===== config.mk =====
export PLATFORM = sky130hd
export DESIGN_NAME = xor_pair_stream_decoder
export DESIGN_NICKNAME = d
export VERILOG_FILES = /design/src/hdl/xpsd_pkg.sv /design/src/hdl/xpsd_core.sv /design/src/hdl/xor_pair_stream_decoder.sv
export SDC_FILE = /design/constraint.sdc
export NUM_CORES = 1
export LEC_CHECK = 0
export CAP_MARGIN = 20
export CORE_MARGIN = 1.5
export CORE_UTILIZATION = 37
export DETAILED_ROUTE_END_ITERATION = 8
export DONT_BUFFER_PORTS = 1
export GPL_TIMING_DRIVEN = 0
export REMOVE_ABC_BUFFERS = 1
export SETUP_SLACK_MARGIN = 0.02
export SLEW_MARGIN = 15
export SYNTH_ARGS = -nofsm -noshare
export SYNTH_HDL_FRONTEND = slang
export SYNTH_HIERARCHICAL = 1
export SYNTH_SLANG_ARGS = --single-unit

===== constraint.sdc =====
create_clock -name clk -period 4.6 [get_ports clk]
set_input_delay 0.92 -clock clk [delete_from_list [all_inputs] [get_ports clk]]
set_output_delay 0.92 -clock clk [all_outputs]
set_load 0.05 [all_outputs]

===== src/hdl/xpsd_pkg.sv =====
// shared constants, types and marker table for the xor pair stream decoder
package xpsd_pkg;

  // marker and header layout
  localparam logic [2:0] MARK_LEN         = 3'd5;
  localparam logic [5:0] KEY_OFFSET       = 6'd17;
  localparam logic [5:0] SKIP_AFTER_KEY   = 6'd42;
  localparam logic [5:0] FIRST_OUT_OFFSET = KEY_OFFSET + 6'd1 + SKIP_AFTER_KEY;
  localparam logic [7:0] FIRST_MASK       = 8'h43;
  localparam logic [1:0] ZERO_LIMIT       = 2'd2;
  localparam logic [7:0] NEWLINE          = 8'h0A;

  // results caused by one input transfer
  typedef struct packed {
    logic [1:0] count;
    logic [7:0] byte0;
    logic       last0;
    logic [7:0] byte1;
    logic       last1;
  } xpsd_res_t;

  // marker byte at a given match position
  function automatic logic [7:0] marker_byte(input logic [2:0] idx);
    logic [7:0] val;
    case (idx)
      3'd0:    val = 8'h32;
      3'd1:    val = 8'h26;
      3'd2:    val = 8'h85;
      3'd3:    val = 8'h92;
      3'd4:    val = 8'h58;
      default: val = 8'h00;
    endcase
    return val;
  endfunction

endpackage


===== src/hdl/xpsd_core.sv =====
// decode state and per-byte decode logic
module xpsd_core import xpsd_pkg::*; (
  input  logic       clk,
  input  logic       rst_n,
  input  logic       take,
  input  logic [7:0] data_byte,
  input  logic       end_of_buffer,
  output xpsd_res_t  res
);

  typedef enum logic [1:0] {
    PH_SEARCH = 2'd0,
    PH_HEADER = 2'd1,
    PH_PAIRS  = 2'd2
  } phase_t;

  phase_t     phase_r, phase_nxt;
  logic [2:0] match_r, match_nxt;
  logic [5:0] offset_r, offset_nxt;
  logic [7:0] key_r, key_nxt;
  logic [7:0] held_r, held_nxt;
  logic       half_r, half_nxt;
  logic [1:0] zeros_r, zeros_nxt;
  logic [7:0] decoded;
  logic [2:0] match_cur;

  // next state and results for the byte on the input
  always_comb begin
    phase_nxt  = phase_r;
    match_nxt  = match_r;
    offset_nxt = offset_r;
    key_nxt    = key_r;
    held_nxt   = held_r;
    half_nxt   = half_r;
    zeros_nxt  = zeros_r;
    res        = '0;
    decoded    = held_r ^ data_byte ^ key_r;
    match_cur  = '0;
    case (phase_r)
      PH_HEADER: begin
        offset_nxt = offset_r + 6'd1;
        if (offset_nxt == KEY_OFFSET) begin
          key_nxt = data_byte;
        end else if (offset_nxt == FIRST_OUT_OFFSET) begin
          res.count = 2'd1;
          res.byte0 = data_byte ^ (FIRST_MASK | key_r);
          res.last0 = 1'b1;
          phase_nxt = PH_PAIRS;
          half_nxt  = 1'b0;
          zeros_nxt = 2'd0;
        end
      end
      PH_PAIRS: begin
        if (!half_r) begin
          held_nxt = data_byte;
          half_nxt = 1'b1;
        end else begin
          half_nxt = 1'b0;
          if (decoded != 8'h00) begin
            res.count = 2'd1;
            res.byte0 = decoded;
            res.last0 = 1'b1;
          end else if (zeros_r >= ZERO_LIMIT) begin
            // third zero: newline only, back to search
            res.count = 2'd1;
            res.byte0 = NEWLINE;
            res.last0 = 1'b1;
            phase_nxt = PH_SEARCH;
            match_nxt = 3'd0;
            zeros_nxt = 2'd0;
          end else begin
            res.count = 2'd2;
            res.byte0 = NEWLINE;
            res.last0 = 1'b0;
            res.byte1 = 8'h00;
            res.last1 = 1'b1;
            zeros_nxt = zeros_r + 2'd1;
          end
        end
      end
      default: begin
        // marker search, unused phase code restarts the matcher
        match_cur = (phase_r != PH_SEARCH || match_r >= MARK_LEN) ? 3'd0 : match_r;
        phase_nxt = PH_SEARCH;
        if (data_byte == marker_byte(match_cur)) begin
          match_nxt = match_cur + 3'd1;
        end else begin
          match_nxt = (data_byte == marker_byte(3'd0)) ? 3'd1 : 3'd0;
        end
        if (match_nxt == MARK_LEN) begin
          phase_nxt  = PH_HEADER;
          offset_nxt = 6'(MARK_LEN - 3'd1);
          match_nxt  = 3'd0;
        end
      end
    endcase
    // end of buffer clears everything after the byte is handled
    if (end_of_buffer) begin
      phase_nxt  = PH_SEARCH;
      match_nxt  = '0;
      offset_nxt = '0;
      key_nxt    = '0;
      held_nxt   = '0;
      half_nxt   = 1'b0;
      zeros_nxt  = '0;
    end
  end

  // state registers, updated once per input transfer
  always_ff @(posedge clk) begin
    if (!rst_n) begin
      phase_r  <= PH_SEARCH;
      match_r  <= '0;
      offset_r <= '0;
      key_r    <= '0;
      held_r   <= '0;
      half_r   <= 1'b0;
      zeros_r  <= '0;
    end else if (take) begin
      phase_r  <= phase_nxt;
      match_r  <= match_nxt;
      offset_r <= offset_nxt;
      key_r    <= key_nxt;
      held_r   <= held_nxt;
      half_r   <= half_nxt;
      zeros_r  <= zeros_nxt;
    end
  end

endmodule


===== src/hdl/xor_pair_stream_decoder.sv =====
// xor pair stream decoder: top level with result queue
//
// Input channel: one raw byte per transfer (in_data_byte) with in_end_of_buffer
// marking the last byte of a buffer. Result channel: decoded bytes or inserted
// newlines on out_byte, with out_last_of_run set on the final result that an
// input byte causes. Both channels transfer when valid is high and stall low.
// Each input byte is decoded in the cycle it is taken and its zero, one or two
// results are written into a four-entry result queue. Results are registered in
// the queue before they reach the output.
// Throughput: one input byte per cycle while the receiver keeps up; a byte
// that causes two results needs an output transfer for each, so the queue
// absorbs the burst and in_stall rises when fewer than two entries are free.
// Reset (synchronous, rst_n low) empties the queue and returns the decoder to
// marker search. While out_stall is high the head result holds on the output
// and input transfers continue until fewer than two queue entries are free.
module xor_pair_stream_decoder import xpsd_pkg::*; (
  input  logic       clk,
  input  logic       rst_n,
  input  logic       in_valid,
  output logic       in_stall,
  input  logic [7:0] in_data_byte,
  input  logic       in_end_of_buffer,
  output logic       out_valid,
  input  logic       out_stall,
  output logic [7:0] out_byte,
  output logic       out_last_of_run
);

  xpsd_res_t  res;
  logic       take;
  logic       pop;
  logic [8:0] queue_r [4];
  logic [1:0] wr_ptr_r, wr_ptr_nxt;
  logic [1:0] rd_ptr_r, rd_ptr_nxt;
  logic [2:0] count_r, count_nxt;

  assign take = in_valid && !in_stall;
  assign pop  = out_valid && !out_stall;

  xpsd_core u_core (
    .clk           (clk),
    .rst_n         (rst_n),
    .take          (take),
    .data_byte     (in_data_byte),
    .end_of_buffer (in_end_of_buffer),
    .res           (res)
  );

  // queue pointers and fill level
  always_comb begin
    wr_ptr_nxt = wr_ptr_r;
    rd_ptr_nxt = rd_ptr_r;
    count_nxt  = count_r;
    if (take) begin
      wr_ptr_nxt = wr_ptr_r + res.count;
      count_nxt  = count_nxt + {1'b0, res.count};
    end
    if (pop) begin
      rd_ptr_nxt = rd_ptr_r + 2'd1;
      count_nxt  = count_nxt - 3'd1;
    end
  end

  always_ff @(posedge clk) begin
    if (!rst_n) begin
      wr_ptr_r <= '0;
      rd_ptr_r <= '0;
      count_r  <= '0;
    end else begin
      wr_ptr_r <= wr_ptr_nxt;
      rd_ptr_r <= rd_ptr_nxt;
      count_r  <= count_nxt;
    end
  end

  // result storage, up to two writes per transfer
  always_ff @(posedge clk) begin
    if (take && res.count != 2'd0) begin
      queue_r[wr_ptr_r] <= {res.byte0, res.last0};
    end
    if (take && res.count == 2'd2) begin
      queue_r[wr_ptr_r + 2'd1] <= {res.byte1, res.last1};
    end
  end

  // output side
  assign in_stall        = count_r > 3'd2;
  assign out_valid       = count_r != 3'd0;
  assign out_byte        = queue_r[rd_ptr_r][8:1];
  assign out_last_of_run = queue_r[rd_ptr_r][0];

endmodule


==> results of run 1 <==
==> kinds of logic (layout without fill, tap and decap cells) <==
logic type,after synthesis,in the layout,synth area share
AND/OR/NAND/NOR,174,174,0.202
flip-flops,75,75,0.381
XOR/XNOR,23,23,0.0597
multiplexers,60,60,0.162
buffers and inverters,54,34,0.0556
other,1,8,0.000768
AO/OA/AOI/OAI,74,74,0.106
adder cells (fa/ha/maj),12,12,0.0323
==> final timing paths <==
path / from / endpoint / slack, ns / depth (start not counted)
setup / recovery: u_core/offset_r[1] / count_r[1] / 0.63 / 15
hold / removal: u_core/held_r[0] / u_core/held_r[0] / 0.47 / 2
setup reg to reg: u_core/offset_r[1] / count_r[1] / 0.63 / 15
hold reg to reg: u_core/held_r[0] / u_core/held_r[0] / 0.47 / 2
==> through the flow <==
stage / instances / total power (W) / area [um^2] / util
3_3_place_gp: 616 / 0.00102 / 4920 / 0.385
4_1_cts: 632 / 0.00173 / 5220 / 0.408
2_1_floorplan: 444 / 0.000980 / 4710 / -
5_1_grt: 632 / 0.00179 / 5220 / 0.408
6_report: 632 / 0.00172 / 5220 / 0.408
3_5_place_dp: 616 / 0.00103 / 4920 / 0.385
==> synth_stat cells (4+ instances only) <==
library cell	count
sky130_fd_sc_hd__a21boi_0	16
sky130_fd_sc_hd__a21oi_1	9
sky130_fd_sc_hd__a31oi_1	4
sky130_fd_sc_hd__and2_1	13
sky130_fd_sc_hd__buf_2	6
sky130_fd_sc_hd__buf_4	10
sky130_fd_sc_hd__clkbuf_1	14
sky130_fd_sc_hd__dfxtp_1	39
sky130_fd_sc_hd__edfxtp_1	36
sky130_fd_sc_hd__ha_1	11
sky130_fd_sc_hd__inv_1	18
sky130_fd_sc_hd__mux2_2	28
sky130_fd_sc_hd__mux2_4	9
sky130_fd_sc_hd__mux2i_1	14
sky130_fd_sc_hd__mux4_2	9
sky130_fd_sc_hd__nand2_1	53
sky130_fd_sc_hd__nand2b_1	11
sky130_fd_sc_hd__nand3_1	9
sky130_fd_sc_hd__nand4b_1	8
sky130_fd_sc_hd__nor2_1	29
sky130_fd_sc_hd__nor2b_1	8
sky130_fd_sc_hd__nor3_1	5
sky130_fd_sc_hd__nor3b_1	5
sky130_fd_sc_hd__o21a_1	4
sky130_fd_sc_hd__o21ai_0	10
sky130_fd_sc_hd__o22ai_1	6
sky130_fd_sc_hd__o31ai_1	4
sky130_fd_sc_hd__xnor2_1	8
sky130_fd_sc_hd__xnor3_1	6
sky130_fd_sc_hd__xor2_1	8
==> power groups by stage <==
stage / clock (W) / sequential [W] / combinational [W]
final: 0.000704 / 0.000754 / 0.000259
after global routing: 0.000746 / 0.000760 / 0.000282
after CTS: 0.000718 / 0.000756 / 0.000260
after detailed placement: 0 / 0.000771 / 0.000258
after global placement: 0 / 0.000770 / 0.000253
after floorplan: 0 / 0.000760 / 0.000220
==> layer usage <==
metal  track usage  wire length (um)  part of all wire  vias to the layer above
met5             0                 0                 0                        -
met4        0.0442               125             0.013                        0
met3        0.0402               410             0.041                       13
met2         0.255              4910              0.50                       63
met1         0.188              4440              0.45                     1596
li1              -                 -                 -                     1647
==> flip-flops by register name (all words and copies together) (netlist names), named ones only <==
register and flops:
count_r 3, queue_r 36, rd_ptr_r 2, u_core/half_r 1, u_core/held_r 8, u_core/key_r 8
u_core/match_r 3, u_core/offset_r 6, u_core/phase_r 2, u_core/zeros_r 2, wr_ptr_r 2
==> tightest hold or removal path: stages (launching register included) <==
cell	delay [ns]
sky130_fd_sc_hd__dfxtp_1	0.31
sky130_fd_sc_hd__nand2_1	0.05
sky130_fd_sc_hd__a21boi_0	0.06
==> cell usage in the layout (no fill, tap or decap), types with 5 or more instances in the layout <==
| cell type | synthesis | routed |
|---|---|---|
| sky130_fd_sc_hd__o22ai_1 | 6 | 6 |
| sky130_fd_sc_hd__xor2_1 | 8 | 8 |
| sky130_fd_sc_hd__nor2b_1 | 8 | 8 |
| sky130_fd_sc_hd__o21ai_0 | 10 | 10 |
| sky130_fd_sc_hd__mux2_2 | 28 | 28 |
| sky130_fd_sc_hd__nor3b_1 | 5 | 5 |
| sky130_fd_sc_hd__dfxtp_1 | 39 | 39 |
| sky130_fd_sc_hd__edfxtp_1 | 36 | 36 |
| sky130_fd_sc_hd__conb_1 | 1 | 8 |
| sky130_fd_sc_hd__mux2i_1 | 14 | 14 |
| sky130_fd_sc_hd__nor3_1 | 5 | 5 |
| sky130_fd_sc_hd__nor2_1 | 29 | 29 |
| sky130_fd_sc_hd__mux4_2 | 9 | 9 |
| sky130_fd_sc_hd__and2_1 | 13 | 13 |
| sky130_fd_sc_hd__ha_1 | 11 | 11 |
| sky130_fd_sc_hd__xnor2_1 | 8 | 8 |
| sky130_fd_sc_hd__nand3_1 | 9 | 9 |
| sky130_fd_sc_hd__nand2_1 | 53 | 53 |
| sky130_fd_sc_hd__clkbuf_16 | 0 | 9 |
| sky130_fd_sc_hd__nand2b_1 | 11 | 11 |
| sky130_fd_sc_hd__a21boi_0 | 16 | 16 |
| sky130_fd_sc_hd__mux2_4 | 9 | 9 |
| sky130_fd_sc_hd__xnor3_1 | 6 | 6 |
| sky130_fd_sc_hd__inv_1 | 18 | 18 |
| sky130_fd_sc_hd__nand4b_1 | 8 | 8 |
| sky130_fd_sc_hd__a21oi_1 | 9 | 9 |
==> area by class of cell <==
| cell class | count | area share |
|---|---|---|
| multi-input cells | 351 | 0.533 |
| clock inverters | 6 | 0.0125 |
| inverters | 18 | 0.0129 |
| well taps | 172 | 0.0412 |
| clock buffers | 10 | 0.0439 |
| flip-flops and latches | 75 | 0.357 |
==> qor.json, run 1 <==
{
  "max_slew.worst_pin.slew": {"value": 0.927, "unit": "ns"},
  "first_pass_iters": {"value": 4},
  "postSynth.topFlopCell": {"value": "sky130_fd_sc_hd__dfxtp_1"},
  "gp_congestion": {"value": 0.807},
  "share_of_total_power_in_sequential_cells": {"value": 0.439},
  "cts_hold_buf": {"value": 0},
  "timing.clock.skew": {"value": 0.00927, "unit": "ns"},
  "dpl.hpwl": {"value": 7010, "unit": "um"},
  "static-leakage-power": {"value": 1.83, "unit": "nW"},
  "ys_warnings": {"value": 6},
  "synth_top_area_frac": {"value": 0.221},
  "critical_path.n_buffers_inverters": {"value": 1},
  "floorplan.die.width": {"value": 118, "unit": "um"},
  "switching_fraction_of_total_power": {"value": 0.280},
  "htreeDepth": {"value": 3},
  "antenna_cells": {"value": 0},
  "hold_slack": {"value": 0.471, "unit": "ns"},
  "dr_total_vias": {"value": 3319},
  "timing.hold.worst.class": {"value": "register to register"},
  "timing.fmax": {"value": 252, "unit": "MHz"},
  "finalCriticalPeriod": {"value": 3.97, "unit": "ns"},
  "pwr-share-clk": {"value": 0.410},
  "timing.max_slew.rel_slack": {"value": 0.380},
  "setup_viol": {"value": 0},
  "grt_start_max_net_pins": {"value": 37},
  "post_synthesis_instance_area": {"value": 0.00489, "unit": "mm^2"},
  "cp.arrival": {"value": 4.22, "unit": "ns"},
  "sequential_area": {"value": 0.00186, "unit": "mm^2"},
  "timing.final.crit_share": {"value": 0.863},
  "fillerInstances": {"value": 1236},
  "tritoncts_num_sinks": {"value": 75},
  "endpoint_kind": {"value": "register"},
  "path_class": {"value": "register to register"},
  "start_kind": {"value": "register"},
  "critical-path-top-cell-by-count": {"value": "sky130_fd_sc_hd__ha_1"},
  "cp_slowest_cell": {"value": "sky130_fd_sc_hd__nor3b_2"},
  "netlist_instances": {"value": 473},
  "antenna_found_initial": {"value": 0},
  "drc": {"value": 0},
  "final_critical_path_setup_slack": {"value": 0.631, "unit": "ns"},
  "worstSkewPairLatency": {"value": 0.34, "unit": "ns"},
  "final_tns_setup": {"value": 0, "unit": "ns"},
  "finalHoldViolCount": {"value": 0},
  "cts_inserted_buffers": {"value": 9},
  "yosys_register_bits": {"value": 75},
  "grt-ovfl-total": {"value": 0},
  "part_of_the_yosys_area_used_for_sequential_elements": {"value": 0.381},
  "initial_utilization": {"value": 0.383},
  "cp.required": {"value": 4.85, "unit": "ns"},
  "drt-vias-per-instance": {"value": 5.25},
  "grt_pass1_wl": {"value": 16700, "unit": "um"},
  "clk_transition_reported_paths": {"value": 0.06, "unit": "ns"},
  "routed_wire_length_per_instance": {"value": 15.6, "unit": "um"},
  "cts_repair_resize_count": {"value": 0},
  "drtIter0Drc": {"value": 258},
  "synth_async_sr_flop_share": {"value": 0},
  "wirelength": {"value": 9890, "unit": "um"},
  "slew_violations": {"value": 0},
  "grt_setup_unrepaired": {"value": "false"},
  "post_synth_main_area_contributors": {"value": "sky130_fd_sc_hd__edfxtp_1 22%, sky130_fd_sc_hd__dfxtp_1 16%, sky130_fd_sc_hd__mux2_2 6.5%, sky130_fd_sc_hd__mux4_2 4.1%, sky130_fd_sc_hd__nand2_1 4.1%"},
  "critical_path_peak_fanout": {"value": 9},
  "portBuffers": {"value": 0},
  "design.die.area": {"value": 0.0139, "unit": "mm^2"},
  "area.growth.synth_to_final": {"value": 6.79, "unit": "%"},
  "clock_path_buffers": {"value": 2},
  "power.density": {"value": 329, "unit": "mW/mm^2"},
  "cell_family_contributing_the_most_delay_on_the_critical_path": {"value": "simple AND/OR/NAND/NOR gates"},
  "top_level_ports": {"value": 24},
  "final_net_count": {"value": 480},
  "drt.antenna.violating_nets": {"value": 0},
  "gr-usage-all-layers": {"value": 0.151},
  "synthDominantAreaCellType": {"value": "sky130_fd_sc_hd__edfxtp_1"},
  "dp_worst_setup_slack": {"value": 0.549, "unit": "ns"},
  "die_height": {"value": 118, "unit": "um"},
  "cell_internal_pwr": {"value": 0.00124, "unit": "W"},
  "p_sw": {"value": 0.000480, "unit": "W"},
  "cts_tree": {"value": "yes"},
  "first_global_vias": {"value": 3317},
  "cts_setup_buffers": {"value": 0},
  "placeableCoreArea": {"value": 0.0128, "unit": "mm^2"},
  "core.rowCount": {"value": 41},
  "post_synth.cell_area_avg": {"value": 10.3, "unit": "um^2"},
  "synth.lib_cells_used.distinct": {"value": 72},
  "crit_path_cell_trace": {"value": "ha_1, xor2_1, nand4_1, nor3b_2, a21oi_1, nor2b_1, ha_1, inv_1, fa_1, nor2_1, nor2_1, ha_1, nor3_1, a31oi_1, a21boi_0"},
  "multiInputGateArea": {"value": 0.00278, "unit": "mm^2"},
  "share_of_cells_above_drive_strength_1": {"value": 0.178},
  "outcome": {"value": "finished, final reports clean"},
  "clockRootBuffer": {"value": "sky130_fd_sc_hd__clkbuf_16"},
  "timing.max_cap.violations": {"value": 0},
  "power.ir.vdd_worst": {"value": 0.000179, "unit": "V"},
  "cp_slowest_stage_delay": {"value": 0.51, "unit": "ns"},
  "synth_edf_count": {"value": 36},
  "comb_power_share": {"value": 0.151}
}
No activity file was read; power rests on OpenSTA's default activity.
==> inputs of run 2 (changes only) <==
--- a/config.mk
+++ b/config.mk
@@ -6,11 +6,10 @@
 export NUM_CORES = 1
 export LEC_CHECK = 0
 export CAP_MARGIN = 20
-export CORE_MARGIN = 1.5
+export CORE_MARGIN = 3
 export CORE_UTILIZATION = 37
 export DETAILED_ROUTE_END_ITERATION = 8
 export DONT_BUFFER_PORTS = 1
-export GPL_TIMING_DRIVEN = 0
 export REMOVE_ABC_BUFFERS = 1
 export SETUP_SLACK_MARGIN = 0.02
 export SLEW_MARGIN = 15
==> qor.json, run 2 (synthesized netlist as in run 1, its figures left out) <==
{
  "placeableCoreArea": {"value": 0.0128, "unit": "mm^2"},
  "worstHoldEndpoint": {"value": "u_core/held_r[6]"},
  "antenna_cells": {"value": 0},
  "worstSkewPairLatency": {"value": 0.34, "unit": "ns"},
  "cts_setup_buffers": {"value": 0},
  "drtIter0Drc": {"value": 245},
  "first_global_vias": {"value": 3322},
  "start_kind": {"value": "register"},
  "crit_path_cell_trace": {"value": "ha_1, xor2_1, nand4_1, nor3b_2, buf_4, a21oi_1, nor2b_1, ha_1, inv_1, fa_1, nor2_1, nor2_1, ha_1, nor3_1, a31oi_1, a21boi_0"},
  "endpoint_kind": {"value": "register"},
  "timing.reg2reg.setup_slack": {"value": 0.96, "unit": "ns"},
  "cts_inserted_buffers": {"value": 9},
  "fillerInstances": {"value": 1241},
  "cp_slowest_stage_delay": {"value": 0.46, "unit": "ns"},
  "finalHoldViolCount": {"value": 0},
  "timing.clock.skew": {"value": 0.00508, "unit": "ns"},
  "power.ir.vdd_worst": {"value": 0.000187, "unit": "V"},
  "critical_path_peak_fanout": {"value": 9},
  "cp.required": {"value": 4.86, "unit": "ns"},
  "timing.fmax": {"value": 275, "unit": "MHz"},
  "max_slew.worst_pin.slew": {"value": 0.955, "unit": "ns"},
  "clockRootBuffer": {"value": "sky130_fd_sc_hd__clkbuf_16"},
  "timing.rr.start": {"value": "u_core/offset_r[1]"},
  "core.rowCount": {"value": 41},
  "design.die.area": {"value": 0.0146, "unit": "mm^2"},
  "clk_transition_reported_paths": {"value": 0.06, "unit": "ns"},
  "biggest_regs": {"value": "queue_r x36, u_core/held_r x8, u_core/key_r x8"},
  "drc": {"value": 0},
  "cp.arrival": {"value": 3.90, "unit": "ns"},
  "top_level_ports": {"value": 24},
  "timing.max_slew.rel_slack": {"value": 0.362},
  "static-leakage-power": {"value": 1.86, "unit": "nW"},
  "clock_path_buffers": {"value": 2},
  "share_of_cells_above_drive_strength_1": {"value": 0.188},
  "gp_congestion": {"value": 0.796},
  "final_util": {"value": 0.413},
  "wirelength": {"value": 10200, "unit": "um"},
  "timing.final.crit_share": {"value": 0.791},
  "cts_hold_buf": {"value": 0},
  "htreeDepth": {"value": 3},
  "initial_utilization": {"value": 0.383},
  "grt_busiest_layer": {"value": "met2"},
  "reg2reg_to": {"value": "count_r[1]"},
  "global_route.usage.met3": {"value": 0.0364},
  "cts_tree": {"value": "yes"},
  "grt_start_max_net_pins": {"value": 37},
  "cts_repair_resize_count": {"value": 0},
  "critical-path-top-cell-by-count": {"value": "sky130_fd_sc_hd__ha_1"},
  "gr-usage-all-layers": {"value": 0.145},
  "grt_use_met2": {"value": 0.251},
  "area.growth.synth_to_final": {"value": 8.04, "unit": "%"},
  "grt-ovfl-total": {"value": 0},
  "first_pass_iters": {"value": 4},
  "setup_viol": {"value": 0},
  "most-common-layout-cells": {"value": "53 x sky130_fd_sc_hd__nand2_1, 39 x sky130_fd_sc_hd__dfxtp_1, 36 x sky130_fd_sc_hd__edfxtp_1, 29 x sky130_fd_sc_hd__nor2_1, 28 x sky130_fd_sc_hd__mux2_2"},
  "drt-vias-per-instance": {"value": 5.18},
  "grt_pass1_wl": {"value": 16800, "unit": "um"},
  "max_ffs_per_register": {"value": 36},
  "grt.met1_usage": {"value": 0.183},
  "dr_total_vias": {"value": 3294},
  "die_height": {"value": 121, "unit": "um"},
  "worst_hold_startpoint": {"value": "u_core/held_r[6]"},
  "min_delay_path_depth": {"value": 2},
  "final_common_cell": {"value": "sky130_fd_sc_hd__nand2_1"},
  "final_net_count": {"value": 484},
  "tritoncts_num_sinks": {"value": 75},
  "path_class": {"value": "register to register"},
  "floorplan.die.width": {"value": 121, "unit": "um"},
  "drt.antenna.violating_nets": {"value": 0},
  "multiInputGateArea": {"value": 0.00278, "unit": "mm^2"},
  "finalCriticalPeriod": {"value": 3.64, "unit": "ns"},
  "final_tns_setup": {"value": 0, "unit": "ns"},
  "reg2reg_depth": {"value": 16},
  "grt_setup_unrepaired": {"value": "false"},
  "power.density": {"value": 337, "unit": "mW/mm^2"},
  "cp_slowest_cell": {"value": "sky130_fd_sc_hd__fa_1"},
  "max_flop_register": {"value": "queue_r"},
  "timing.hold.worst.class": {"value": "register to register"},
  "antenna_found_initial": {"value": 0},
  "outcome": {"value": "finished, final reports clean"},
  "dpl.hpwl": {"value": 7240, "unit": "um"},
  "slew_violations": {"value": 0},
  "routed_wire_length_per_instance": {"value": 16.0, "unit": "um"},
  "timing.max_cap.violations": {"value": 0},
  "portBuffers": {"value": 0},
  "sequential_area": {"value": 0.00186, "unit": "mm^2"}
}
[run 2: changes by cell type in the layout (fill, tap and decap cells not counted)]
cell,change
sky130_fd_sc_hd__buf_4,+4
sky130_fd_sc_hd__bufinv_16,+1
sky130_fd_sc_hd__clkbuf_1,-1
sky130_fd_sc_hd__clkinv_2,-1
sky130_fd_sc_hd__clkinv_4,+1
sky130_fd_sc_hd__clkinvlp_4,-1
sky130_fd_sc_hd__inv_6,+1
[run 2: area by class of cell]
class	count	share of cell area
Clock buffer	9	0.0427
Clock inverter	7	0.0190
Inverter	18	0.0128
Multi-Input combinational cell	351	0.526
Sequential cell	75	0.353
Tap cell	172	0.0408
Timing Repair Buffer	4	0.00569
[run 2: power by group]
group	switching [W]	total [W]	internal [W]
sequential	0.0000397	0.000755	0.000715
combinational	0.000157	0.000257	0.0000998
clock	0.000290	0.000769	0.000480
total	0.000486	0.00178	0.00129
[run 2: critical path: cells and delay by family (launching register included)]
kind	cells	cell delay (ns)
XOR/XNOR	1	0.16
AND/OR/NAND/NOR	6	1.14
buffers and inverters	2	0.24
flip-flops	1	0.45
adder cells (fa/ha/maj)	4	1.29
AO/OA/AOI/OAI	3	0.30
[run 2: metal layers]
metal / wire length [um] / part of all wire / up-vias
met3: 418 / 0.041 / 9
met4: 102 / 0.010 / 0
met5: 0 / 0 / -
met1: 4580 / 0.45 / 1579
met2: 5070 / 0.50 / 51
li1: - / - / 1655
[run 2: per-stage QoR]
step	cells	cell area [um^2]	hold slack, ns	total power, W	worst slack [ns]
after floorplan	444	4710	0.441	0.000980	1.10
after global placement	620	4950	0.459	0.00103	0.829
after CTS	636	5280	0.467	0.00180	0.939
after global routing	636	5280	0.513	0.00186	0.548
final	636	5280	0.469	0.00178	0.960
after detailed placement	620	4950	0.461	0.00103	0.704
[run 2: how the worst max path moves through the flow]
stage | startpoint | endpoint | slack (ns) | cells past startpoint
CTS | u_core/offset_r[1] | count_r[1] | 0.94 | 16
global placement | in_data_byte[4] | count_r[2] | 0.83 | 13
detailed placement | in_data_byte[4] | count_r[1] | 0.70 | 13
finish | u_core/offset_r[1] | count_r[1] | 0.96 | 16
floorplan | in_data_byte[4] | count_r[2] | 1.10 | 15
global route | u_core/offset_r[1] | count_r[1] | 0.55 | 16
